`config.mk`:
```
export PLATFORM = sky130hd
export DESIGN_NAME = tlv_stream_parser
export DESIGN_NICKNAME = d
export VERILOG_FILES = /design/src/hdl/tsp_pkg.sv /design/src/hdl/tsp_id_table.sv /design/src/hdl/tsp_parse.sv /design/src/hdl/tlv_stream_parser.sv
export SDC_FILE = /design/constraint.sdc
export NUM_CORES = 1
export LEC_CHECK = 0
export BUFFER_PORTS_ARGS = -buffer_cell sky130_fd_sc_hd__clkbuf_2
export CORE_MARGIN = 5
export CORE_UTILIZATION = 40
export CTS_CLUSTER_SIZE = 12
export DETAILED_ROUTE_END_ITERATION = 8
export PLACE_DENSITY = 0.6
export SLEW_MARGIN = 20
export SYNTH_ARGS = -nofsm -noshare
export SYNTH_HDL_FRONTEND = slang
export SYNTH_HIERARCHICAL = 1
export SYNTH_SLANG_ARGS = --single-unit
```
`constraint.sdc`:
```
create_clock -name clk -period 9.37 [get_ports clk]
set_input_delay 0.937 -clock clk [delete_from_list [all_inputs] [get_ports clk]]
set_output_delay 0.937 -clock clk [all_outputs]
set_load 0.03 [all_outputs]
```
`src/hdl/tsp_pkg.sv`:
```
package tsp_pkg;

  // Fixed header layout: 16-bit type word, then 16-bit length word.
  localparam int HEADER_BYTES = 4;
  localparam int SHIFT_W      = 8 * (HEADER_BYTES - 1);
  localparam int HBC_W        = $clog2(HEADER_BYTES);

  localparam int MAX_TRACKED_FIELDS_DEF = 16;

  localparam int CFG_IDX_W = 8;
  localparam logic [CFG_IDX_W-1:0] REG_FIELD_ID_MASK      = CFG_IDX_W'(0);
  localparam logic [CFG_IDX_W-1:0] REG_REQUIRED_FLAG_MASK = CFG_IDX_W'(1);

  localparam logic [15:0] FIELD_ID_MASK_RST      = 16'h7FFF;
  localparam logic [15:0] REQUIRED_FLAG_MASK_RST = 16'h8000;

  localparam logic OP_START = 1'b0;
  localparam logic OP_BYTE  = 1'b1;

  typedef enum logic [1:0] {
    EV_HEADER = 2'd0,
    EV_VALUE  = 2'd1,
    EV_END    = 2'd2,
    EV_ERROR  = 2'd3
  } evt_kind_t;

  typedef enum logic [1:0] {
    ERR_NONE       = 2'd0,
    ERR_BAD_HEADER = 2'd1,
    ERR_DUPLICATE  = 2'd2,
    ERR_TABLE_FULL = 2'd3
  } err_code_t;

  typedef struct packed {
    logic        operation;
    logic [15:0] message_length;
    logic [7:0]  data_byte;
  } item_t;

  typedef struct packed {
    evt_kind_t   event_kind;
    logic [15:0] fld_id;
    logic        required;
    logic [15:0] value_length;
    logic [15:0] value_offset;
    logic [7:0]  value_byte;
    logic        last_value_byte;
    err_code_t   error_code;
  } evt_t;

  typedef struct packed {
    logic        clear;
    logic        insert;
    logic [15:0] id;
  } tbl_cmd_t;

  typedef struct packed {
    logic hit;
    logic full;
  } tbl_stat_t;

endpackage

```
`src/hdl/tsp_id_table.sv`:
```
module tsp_id_table
  import tsp_pkg::*;
#(
  parameter int MAX_TRACKED_FIELDS = MAX_TRACKED_FIELDS_DEF
) (
  input  logic      clk,
  input  logic      rst_n,
  input  tbl_cmd_t  cmd,
  output tbl_stat_t stat
);

  localparam int CNT_W = $clog2(MAX_TRACKED_FIELDS + 1);
  localparam int IDX_W = (MAX_TRACKED_FIELDS > 1) ? $clog2(MAX_TRACKED_FIELDS) : 1;

  logic [15:0]      ids_r [MAX_TRACKED_FIELDS];
  logic [CNT_W-1:0] count_r;
  logic [CNT_W-1:0] count_nxt;

  // Parallel compare against every filled entry.
  always_comb begin
    stat.hit = 1'b0;
    for (int i = 0; i < MAX_TRACKED_FIELDS; i++) begin
      if ((CNT_W'(i) < count_r) && (ids_r[i] == cmd.id)) begin
        stat.hit = 1'b1;
      end
    end
    stat.full = (count_r >= CNT_W'(MAX_TRACKED_FIELDS));
  end

  always_comb begin
    count_nxt = count_r;
    if (cmd.clear) begin
      count_nxt = '0;
    end else if (cmd.insert && !stat.full) begin
      count_nxt = count_r + CNT_W'(1);
    end
  end

  always_ff @(posedge clk) begin
    if (!rst_n) begin
      count_r <= '0;
    end else begin
      count_r <= count_nxt;
    end
  end

  // Entries carry no reset; only those below the count are compared.
  always_ff @(posedge clk) begin
    if (cmd.insert && !cmd.clear && !stat.full) begin
      ids_r[count_r[IDX_W-1:0]] <= cmd.id;
    end
  end

endmodule

```
`src/hdl/tsp_parse.sv`:
```
module tsp_parse
  import tsp_pkg::*;
(
  input  logic        clk,
  input  logic        rst_n,
  input  logic        fire,
  input  item_t       item,
  input  logic [15:0] field_id_mask,
  input  logic [15:0] required_flag_mask,
  input  tbl_stat_t   tbl_stat,
  output tbl_cmd_t    tbl_cmd,
  output logic        has_result,
  output evt_t        evt
);

  typedef enum logic [3:0] {
    PH_IDLE   = 4'b0001,
    PH_HEADER = 4'b0010,
    PH_VALUE  = 4'b0100,
    PH_DONE   = 4'b1000
  } phase_t;

  phase_t             phase_r,  phase_nxt;
  logic [SHIFT_W-1:0] shift_r,  shift_nxt;
  logic [HBC_W-1:0]   hbc_r,    hbc_nxt;
  logic [15:0]        off_r,    off_nxt;
  logic [15:0]        total_r,  total_nxt;
  logic [15:0]        remain_r, remain_nxt;

  logic [15:0] off_inc;
  logic [15:0] type_word;
  logic [15:0] vlen;
  logic [15:0] fid;
  logic [15:0] left;
  logic [15:0] remain_dec;
  logic        truncated;
  logic        insert_ok;

  assign off_inc    = off_r + 16'd1;
  assign type_word  = shift_r[SHIFT_W-1 -: 16];
  assign vlen       = {shift_r[7:0], item.data_byte};
  assign fid        = type_word & field_id_mask;
  assign left       = (off_inc <= total_r) ? (total_r - off_inc) : 16'd0;
  assign remain_dec = (remain_r == 16'd0) ? 16'd0 : (remain_r - 16'd1);
  // Fewer than a full header left: offset plus header size past the end.
  assign truncated  = (({1'b0, off_r} + 17'(HEADER_BYTES)) > {1'b0, total_r});

  always_comb begin
    phase_nxt  = phase_r;
    shift_nxt  = shift_r;
    hbc_nxt    = hbc_r;
    off_nxt    = off_r;
    total_nxt  = total_r;
    remain_nxt = remain_r;
    has_result = 1'b0;
    evt        = '0;
    insert_ok  = 1'b0;
    tbl_cmd    = '0;
    tbl_cmd.id = fid;

    if (item.operation == OP_START) begin
      total_nxt     = item.message_length;
      off_nxt       = '0;
      shift_nxt     = '0;
      hbc_nxt       = '0;
      remain_nxt    = '0;
      tbl_cmd.clear = fire;
      phase_nxt     = (item.message_length == 16'd0) ? PH_DONE : PH_HEADER;
    end else begin
      case (phase_r)
        PH_DONE: begin
          has_result       = 1'b1;
          evt.event_kind   = EV_END;
          phase_nxt        = PH_IDLE;
        end
        PH_VALUE: begin
          has_result          = 1'b1;
          evt.event_kind      = EV_VALUE;
          evt.value_byte      = item.data_byte;
          evt.last_value_byte = (remain_r <= 16'd1);
          off_nxt             = off_inc;
          remain_nxt          = remain_dec;
          if (remain_dec == 16'd0) begin
            hbc_nxt   = '0;
            shift_nxt = '0;
            phase_nxt = (off_inc >= total_r) ? PH_DONE : PH_HEADER;
          end
        end
        PH_HEADER: begin
          if (hbc_r == '0 && truncated) begin
            has_result     = 1'b1;
            evt.event_kind = EV_ERROR;
            evt.error_code = ERR_BAD_HEADER;
            phase_nxt      = PH_IDLE;
          end else if (hbc_r != HBC_W'(HEADER_BYTES - 1)) begin
            off_nxt   = off_inc;
            shift_nxt = {shift_r[SHIFT_W-9:0], item.data_byte};
            hbc_nxt   = hbc_r + HBC_W'(1);
          end else begin
            off_nxt    = off_inc;
            has_result = 1'b1;
            if (fid == 16'd0 || vlen > left) begin
              evt.event_kind = EV_ERROR;
              evt.error_code = ERR_BAD_HEADER;
              phase_nxt      = PH_IDLE;
            end else if (tbl_stat.hit) begin
              evt.event_kind = EV_ERROR;
              evt.error_code = ERR_DUPLICATE;
              phase_nxt      = PH_IDLE;
            end else if (tbl_stat.full) begin
              evt.event_kind = EV_ERROR;
              evt.error_code = ERR_TABLE_FULL;
              phase_nxt      = PH_IDLE;
            end else begin
              insert_ok        = 1'b1;
              evt.event_kind   = EV_HEADER;
              evt.fld_id       = fid;
              evt.required     = ((type_word & required_flag_mask) != 16'd0);
              evt.value_length = vlen;
              evt.value_offset = off_inc;
              remain_nxt       = vlen;
              hbc_nxt          = '0;
              shift_nxt        = '0;
              if (vlen == 16'd0) begin
                phase_nxt = (off_inc >= total_r) ? PH_DONE : PH_HEADER;
              end else begin
                phase_nxt = PH_VALUE;
              end
            end
          end
        end
        default: begin
          // Idle: drop the byte.
          phase_nxt = PH_IDLE;
        end
      endcase
    end
    tbl_cmd.insert = fire && insert_ok;
  end

  always_ff @(posedge clk) begin
    if (!rst_n) begin
      phase_r  <= PH_IDLE;
      shift_r  <= '0;
      hbc_r    <= '0;
      off_r    <= '0;
      total_r  <= '0;
      remain_r <= '0;
    end else if (fire) begin
      phase_r  <= phase_nxt;
      shift_r  <= shift_nxt;
      hbc_r    <= hbc_nxt;
      off_r    <= off_nxt;
      total_r  <= total_nxt;
      remain_r <= remain_nxt;
    end
  end

endmodule

```
`src/hdl/tlv_stream_parser.sv`:
```
// A result passes from the input register, where the parse step runs on the accepted
// transaction, into the result register that drives out_valid.
// Throughput: one transaction per cycle, parallel id compare included, while the receiver
// keeps up; a result held by out_stall holds back the next result-making transaction.
// Reset (rst_n, synchronous, active low): parser goes idle, result register empties,
// masks return to 0x7FFF / 0x8000; the id store keeps its contents, only its count clears.
module tlv_stream_parser
  import tsp_pkg::*;
#(
  parameter int MAX_TRACKED_FIELDS = MAX_TRACKED_FIELDS_DEF
) (
  input  logic                 clk,
  input  logic                 rst_n,
  // Input channel
  input  logic                 in_valid,
  output logic                 in_stall,
  input  logic                 in_operation,
  input  logic [15:0]          in_message_length,
  input  logic [7:0]           in_data_byte,
  // Result channel
  output logic                 out_valid,
  input  logic                 out_stall,
  output logic [1:0]           out_event_kind,
  output logic [15:0]          out_field_id,
  output logic                 out_required,
  output logic [15:0]          out_value_length,
  output logic [15:0]          out_value_offset,
  output logic [7:0]           out_value_byte,
  output logic                 out_last_value_byte,
  output logic [1:0]           out_error_code,
  // Configuration write channel
  input  logic                 cfg_valid,
  output logic                 cfg_ready,
  input  logic [CFG_IDX_W-1:0] cfg_index,
  input  logic [15:0]          cfg_data
);

  // Configuration registers
  logic [15:0] field_id_mask_r;
  logic [15:0] required_flag_mask_r;

  // Input register
  logic  in_valid_r;
  item_t item_r;

  // Result register
  logic out_valid_r;
  evt_t out_r;

  // Parse step
  logic      fire;
  logic      has_result;
  evt_t      evt;
  tbl_cmd_t  tbl_cmd;
  tbl_stat_t tbl_stat;

  // Configuration is always writable; software must write it only while the block is idle (not enforced).
  assign cfg_ready = 1'b1;

  always_ff @(posedge clk) begin
    if (!rst_n) begin
      field_id_mask_r      <= FIELD_ID_MASK_RST;
      required_flag_mask_r <= REQUIRED_FLAG_MASK_RST;
    end else if (cfg_valid && cfg_ready) begin
      case (cfg_index)
        REG_FIELD_ID_MASK:      field_id_mask_r      <= cfg_data;
        REG_REQUIRED_FLAG_MASK: required_flag_mask_r <= cfg_data;
        default: begin
          // Unknown index: drop the write.
        end
      endcase
    end
  end

  // The held transaction advances when it makes no result, or when the result register
  // is empty or being drained this cycle. Transactions without a result never wait.
  assign fire     = in_valid_r && (!has_result || !out_valid_r || !out_stall);
  assign in_stall = in_valid_r && !fire;

  always_ff @(posedge clk) begin
    if (!rst_n) begin
      in_valid_r <= 1'b0;
    end else if (!in_stall) begin
      in_valid_r <= in_valid;
    end
  end

  always_ff @(posedge clk) begin
    if (in_valid && !in_stall) begin
      item_r.operation      <= in_operation;
      item_r.message_length <= in_message_length;
      item_r.data_byte      <= in_data_byte;
    end
  end

  tsp_parse u_parse (
    .clk                (clk),
    .rst_n              (rst_n),
    .fire               (fire),
    .item               (item_r),
    .field_id_mask      (field_id_mask_r),
    .required_flag_mask (required_flag_mask_r),
    .tbl_stat           (tbl_stat),
    .tbl_cmd            (tbl_cmd),
    .has_result         (has_result),
    .evt                (evt)
  );

  tsp_id_table #(
    .MAX_TRACKED_FIELDS (MAX_TRACKED_FIELDS)
  ) u_id_table (
    .clk   (clk),
    .rst_n (rst_n),
    .cmd   (tbl_cmd),
    .stat  (tbl_stat)
  );

  // Result register: load a new result, otherwise empty once the consumer takes it.
  always_ff @(posedge clk) begin
    if (!rst_n) begin
      out_valid_r <= 1'b0;
    end else if (fire && has_result) begin
      out_valid_r <= 1'b1;
    end else if (!out_stall) begin
      out_valid_r <= 1'b0;
    end
  end

  always_ff @(posedge clk) begin
    if (fire && has_result) begin
      out_r <= evt;
    end
  end

  assign out_valid           = out_valid_r;
  assign out_event_kind      = out_r.event_kind;
  assign out_field_id        = out_r.fld_id;
  assign out_required        = out_r.required;
  assign out_value_length    = out_r.value_length;
  assign out_value_offset    = out_r.value_offset;
  assign out_value_byte      = out_r.value_byte;
  assign out_last_value_byte = out_r.last_value_byte;
  assign out_error_code      = out_r.error_code;

  // A new result never overwrites one that the consumer still holds off.
  a_no_overwrite: assert property (@(posedge clk) disable iff (!rst_n)
    (fire && has_result) |-> (!out_valid_r || !out_stall))
    else $error("result register overwritten while stalled");

  // An accepted header always carries a nonzero field id.
  a_header_fid: assert property (@(posedge clk) disable iff (!rst_n)
    (fire && has_result && evt.event_kind == EV_HEADER) |-> (evt.fld_id != 16'd0))
    else $error("header reported with zero field id");

  // The id store is never written past its capacity, and only with a header result.
  a_insert_ok: assert property (@(posedge clk) disable iff (!rst_n)
    tbl_cmd.insert |-> (!tbl_stat.full && !tbl_stat.hit && has_result))
    else $error("id store insert while full or duplicate");

  // Stall only ever holds back a transaction already in the input register.
  a_stall_held: assert property (@(posedge clk) disable iff (!rst_n)
    in_stall |=> in_valid_r)
    else $error("input register lost a stalled transaction");

endmodule
```
==> metrics.yaml, run 1 <==
drc: 0
num_vias: 14200
nFillCells: 5014
cts_tree: "done"
drv_slew: 0
ctsRootBufferMaster: "clkbuf_16"
ff2ff_path_depth: 25
setup.worst_path.end_class: "flip-flop"
die_w_microns: 245
die_h_microns: 245
cp-start-kind: "flip-flop"
multi_input_area_sq_um: 8610
power_mw: 4.19
crit_top_cell: "nand2_1"
hold_viol_final: 0
arrival_ns: 8.15
regArea_sq_um: 12600
synthTopCellsByCount: "343 x edfxtp_1, 221 x xor2_1, 215 x nand2_1"
initial_core_util_pct: 40.2
rsz0062_at_grt: "false"
syn_nets: 1972
drive_above_1_share_pct: 12.2
async_flop_share_pct: 0
synthDistinctLibCells: 80
stdcell_count: 2702
synthFlopType: "edfxtp_1"
hpwl_microns: 35100
detail-route-antenna-nets: 0
avgSynthCellArea_sq_um: 11.8
synth_seq_cells: 460
largest_reg_flops: 256
crit_slowest_cell: "nor2_1"
timing.final.crit_share_pct: 84.6
synth-edff-count: 343
avgRoutedWirePerCell_microns: 19.4
worst_r2r_startpoint: "u_parse/off_r[0]$_SDFFE_PN0P_"
fin_nets: 2076
r2r_end: "u_id_table/ids_r[8][9]$_DFFE_PP_"
tightest_slew_ns: 1.13
min_period_ns: 7.93
grt_max_degree: 92
maxCapViolCount: 0
cts_resized: 0
synth_area_sq_um: 22000
worstSetupStartpoint: "u_parse/off_r[0]$_SDFFE_PN0P_"
postCtsHoldBufs: 0
core_area_sq_um: 54800
vdd.ir_drop.worst_mv: 0.136
grt_pass1_vias: 14000
yosysMostFrequentCell: "edfxtp_1"
ios: 119
clk_path_buf_depth: 3
ff2ff_setup_slack_ns: 1.44
firstDrtPassIters: 5
syn_inst: 1858
clock-sinks: 460
n_antenna_cell: 0
path_delay_family: "simple AND/OR/NAND/NOR gates"
relSlewSlack_pct: 24.3
cts_buffers: 49
yosysWarnings: 6
grt_first_pass_wirelength_microns: 80800
setup-tns-final_ns: 0
dp.cells: 2615
critPathRequiredTime_ns: 9.59
drt_iter0_drc: 809
clk_pin_slew_worst_paths_ns: 0.06
place_congestion: 0.890
cp_max_fo: 16
antenna_found_initial: 0
status: "finished, final reports clean"
powerDensity_nw_per_um2: 170
num_rows: 86
die_area_sq_um: 59800
synth_top_cell_by_area: "edfxtp_1"
skew_ns: 0.0169
grt_usage_pct: 17.1
viasPerCell: 5.26
cp_num_cells: 25
setup-violations-final: 0
fmax_mhz: 126
gr-total-overflow: 0
worstSetupEndpoint: "u_id_table/ids_r[8][9]$_DFFE_PP_"
critical-path-max-stage-delay_ns: 0.70
path_buf_inv: 0
crit_type: "flip-flop to flip-flop"
ys_seq_area_share_pct: 57.5
cts_setup_buffers: 0
clkLatencyLatePin_ns: 0.60
leakagePower_nw: 7.71
min_path_type: "flip-flop to flip-flop"
synth_top_area_share_pct: 46.8
io_buffers: 117
ys_top_cells_by_area: "edfxtp_1 47%, dfxtp_1 11%, xor2_1 8.8%"
wirelength_microns: 52400
syn_to_final_growth_pct: 11.9
htreeDepth: 2
## through the flow
stage	setup slack, ns	area (sq um)	hold slack (ns)	utilization, %
after floorplan	2.47	22000	0.435	-
after global placement	1.48	23100	0.443	42.2
after detailed placement	1.17	23100	0.451	42.2
after CTS	1.12	24600	0.462	44.9
after global routing	0.737	24600	0.476	45.0
final	1.44	24600	0.461	45.0
## worst min-delay path by stage
| stage | start | endpoint | slack, ns | cells past startpoint |
|---|---|---|---|---|
| 2_1_floorplan | required_flag_mask_r[11]$_SDFFE_PN0P_ | required_flag_mask_r[11]$_SDFFE_PN0P_ | 0.43 | 2 |
| 3_3_place_gp | required_flag_mask_r[14]$_SDFFE_PN0P_ | required_flag_mask_r[14]$_SDFFE_PN0P_ | 0.44 | 2 |
| 3_5_place_dp | required_flag_mask_r[2]$_SDFFE_PN0P_ | required_flag_mask_r[2]$_SDFFE_PN0P_ | 0.45 | 2 |
| 4_1_cts | required_flag_mask_r[13]$_SDFFE_PN0P_ | required_flag_mask_r[13]$_SDFFE_PN0P_ | 0.46 | 2 |
| 5_1_grt | required_flag_mask_r[10]$_SDFFE_PN0P_ | required_flag_mask_r[10]$_SDFFE_PN0P_ | 0.48 | 2 |
| 6_report | required_flag_mask_r[7]$_SDFFE_PN0P_ | required_flag_mask_r[7]$_SDFFE_PN0P_ | 0.46 | 2 |
## cells by family (layout without fill, tap and decap cells)
kind of cell             Yosys count  in the layout  synth area share (%)
AO/OA/AOI/OAI                    202            202                  6.07
XOR/XNOR                         303            303                  12.1
adder cells (fa/ha/maj)           60             60                  3.45
buffers and inverters            150            290                  3.92
flip-flops                       460            460                  57.5
multiplexers                      60             60                  2.73
other                              1              1                0.0170
AND/OR/NAND/NOR                  622            622                  14.3
## final cells by class
class / instances / area share [%]
Inverter: 58 / 0.940
Tap cell: 704 / 3.58
Clock inverter: 18 / 0.564
Sequential cell: 460 / 51.3
Multi-Input combinational cell: 1248 / 34.9
Timing Repair Buffer: 145 / 3.24
Clock buffer: 69 / 5.40
## cell usage in the layout (no fill, tap or decap), drive strengths merged, types with 3 or more instances in the layout
| cell type | instances |
|---|---|
| a211oi | 8 |
| a21boi | 25 |
| a21o | 11 |
| a21oi | 44 |
| a221oi | 5 |
| a22o | 5 |
| a22oi | 3 |
| a31oi | 7 |
| a41oi | 4 |
| and2 | 26 |
| and3 | 7 |
| and4 | 3 |
| buf | 29 |
| clkbuf | 185 |
| clkinv | 16 |
| dfxtp | 117 |
| edfxtp | 343 |
| ha | 59 |
| inv | 58 |
| mux2i | 60 |
| nand2 | 215 |
| nand2b | 13 |
| nand3 | 41 |
| nand4 | 47 |
| nor2 | 90 |
| nor2b | 57 |
| nor3 | 31 |
| nor3b | 3 |
| nor4 | 66 |
| o211ai | 7 |
| o21a | 6 |
| o21ai | 47 |
| o21bai | 4 |
| o22ai | 3 |
| o31ai | 5 |
| or2 | 3 |
| or3 | 9 |
| or4 | 5 |
| xnor2 | 82 |
| xor2 | 221 |
## worst min-delay path, delay by kind of cell (launching register included)
family | cells | cell delay [ns]
DFF | 1 | 0.31
and+or+nand+nor | 1 | 0.05
muxes | 1 | 0.05
## per-layer routing
| layer | wire [microns] | track usage (%) |
|---|---|---|
| met1 | 22500 | 22.1 |
| met2 | 26100 | 29.8 |
| met3 | 2250 | 2.42 |
| met4 | 1610 | 5.81 |
| met5 | 0 | 0 |
## report_power, final
part	leakage (nW)	switching, mW	internal [mW]
sequential	3.38	0.0190	2.18
clock	0.720	0.773	1.02
combinational	3.61	0.122	0.0811
Note: power is estimated with default switching activity, not from simulation.
==> run 2: changes to the inputs <==
clock period = 8 ns   (was 9.37 ns; I/O delays follow)
==> run 2 against run 1 <==
Against the previous run:
- sequential cell count unchanged
- highest routed layer unchanged
- die area unchanged
- critical path type unchanged
- global-route usage increased by 0.12 points
- first-iteration DRC count increased by 10%
- power increased by 20%
- final cell count increased by 1.2%
- clock power increased by 24%
- register-to-register slack got worse by 0.83 ns
- clock skew increased by 0.0045 ns
- hold slack got worse by 0.090 ns
==> metrics.yaml, run 2 (synthesis results as in run 1) <==
leakagePower_nw: 7.94
ff2ff_path_depth: 27
path_delay_family: "simple AND/OR/NAND/NOR gates"
avgRoutedWirePerCell_microns: 19.1
drv_slew: 0
p_seq_share_pct: 51.1
grt_first_pass_wirelength_microns: 82000
crit_type: "flip-flop to flip-flop"
final_area_sq_um: 24900
die_w_microns: 245
num_vias: 14100
setup-tns-final_ns: 0
grt_usage_pct: 17.2
final_common_cell: "edfxtp_1"
arrival_ns: 7.69
cts_buffers: 49
clkLatencyLatePin_ns: 0.60
num_rows: 86
worst_r2r_startpoint: "u_parse/off_r[0]$_SDFFE_PN0P_"
drc: 0
grt_max_degree: 100
detail-route-antenna-nets: 0
maxCapViolCount: 0
wirelength_microns: 52300
path_buf_inv: 2
initial_core_util_pct: 40.2
setup.worst_path.end_class: "flip-flop"
rsz0062_at_grt: "false"
min_path_type: "input pin to flip-flop"
htreeDepth: 2
place_congestion: 0.881
crit_top_cell: "nand2_1"
p_int_mw: 3.93
powerDensity_nw_per_um2: 202
core_area_sq_um: 54800
tightest_slew_ns: 1.07
critPathRequiredTime_ns: 8.30
whs_ns: 0.371
crit_slowest_cell: "a2111o_1"
antenna_found_initial: 0
syn_to_final_growth_pct: 13.3
fmax_mhz: 135
drive_above_1_share_pct: 13.2
clkPwrFrac_pct: 44.1
hold_path_startpoint: "in_message_length[13]"
setup-violations-final: 0
status: "finished, final reports clean"
die_area_sq_um: 59800
sw_frac_of_total_pct: 22.0
timing.final.crit_share_pct: 92.4
multi_input_area_sq_um: 8560
postCtsHoldBufs: 0
hpwl_microns: 36100
hold_depth: 1
io_buffers: 117
p_sw_mw: 1.11
grt_pass1_vias: 14300
regArea_sq_um: 12600
cts_tree: "done"
hold_end: "item_r[21]$_DFFE_PP_"
hold_viol_final: 0
die_h_microns: 245
cp-start-kind: "flip-flop"
ios: 119
place_area_sq_um: 23300
relSlewSlack_pct: 28.3
final_cell_mix: "343 x edfxtp_1, 221 x xor2_1, 215 x nand2_1, 117 x clkbuf_2, 117 x dfxtp_1"
fin_nets: 2104
nFillCells: 4956
vdd.ir_drop.worst_mv: 0.152
ff2ff_setup_slack_ns: 0.61
critical-path-max-stage-delay_ns: 0.50
n_antenna_cell: 0
clock-sinks: 460
clk_pin_slew_worst_paths_ns: 0.07
drt_iter0_drc: 891
r2r_end: "u_id_table/ids_r[11][8]$_DFFE_PP_"
viasPerCell: 5.17
clk_path_buf_depth: 3
cp_max_fo: 16
ctsRootBufferMaster: "clkbuf_16"
firstDrtPassIters: 7
p_comb_share_pct: 4.8
skew_ns: 0.0213
min_period_ns: 7.39
gr-total-overflow: 0
largest_reg_flops: 256
worstSetupStartpoint: "u_parse/off_r[0]$_SDFFE_PN0P_"
[run 2: area by class of cell]
class	count	area share [%]
Sequential cell	460	50.7
Clock buffer	78	5.65
Clock inverter	13	0.672
Multi-Input combinational cell	1248	34.3
Tap cell	704	3.53
Timing Repair Buffer	173	4.18
Inverter	58	0.928
[run 2: worst max-delay path by stage]
stage,end,slack [ns],cells past startpoint
6_report,u_id_table/ids_r[11][8]$_DFFE_PP_,0.61,27
5_1_grt,u_id_table/ids_r[11][8]$_DFFE_PP_,0.06,27
4_1_cts,u_id_table/ids_r[11][4]$_DFFE_PP_,0.61,26
3_5_place_dp,u_id_table/ids_r[11][4]$_DFFE_PP_,0.62,27
3_3_place_gp,u_id_table/ids_r[11][6]$_DFFE_PP_,1.01,27
2_1_floorplan,u_id_table/ids_r[3][0]$_DFFE_PP_,1.10,27
[run 2: power by group through the flow]
stage,Clock (mW),Sequential (mW),Combinational [mW]
2_1_floorplan,0,2.61,0.177
3_3_place_gp,0,2.62,0.232
3_5_place_dp,0,2.62,0.238
4_1_cts,2.28,2.57,0.239
5_1_grt,2.38,2.57,0.271
6_report,2.22,2.57,0.243
[run 2: what timing repair did]
item	CTS	global route
setup endpoints to repair	0	9
gates resized for setup	0	1
setup buffers	0	0
[run 2: metrics by stage]
stage	setup WS [ns]	std cells	util [%]	total power [mW]
final	0.610	2734	45.5	5.03
after global routing	0.0600	2734	45.5	5.22
after CTS	0.614	2733	45.4	5.09
after detailed placement	0.620	2642	42.6	2.86
after global placement	1.01	2642	42.6	2.85
after floorplan	1.10	1858	-	2.79
[run 2: layer usage]
| metal | share of wire (%) | up-vias | global-route usage (%) |
|---|---|---|---|
| met1 | 44 | 6911 | 22.5 |
| met4 | 2.9 | 0 | 5.53 |
| met5 | 0 | - | 0 |
| met2 | 50 | 271 | 30.0 |
| met3 | 3.4 | 82 | 2.23 |
| li1 | - | 6868 | - |
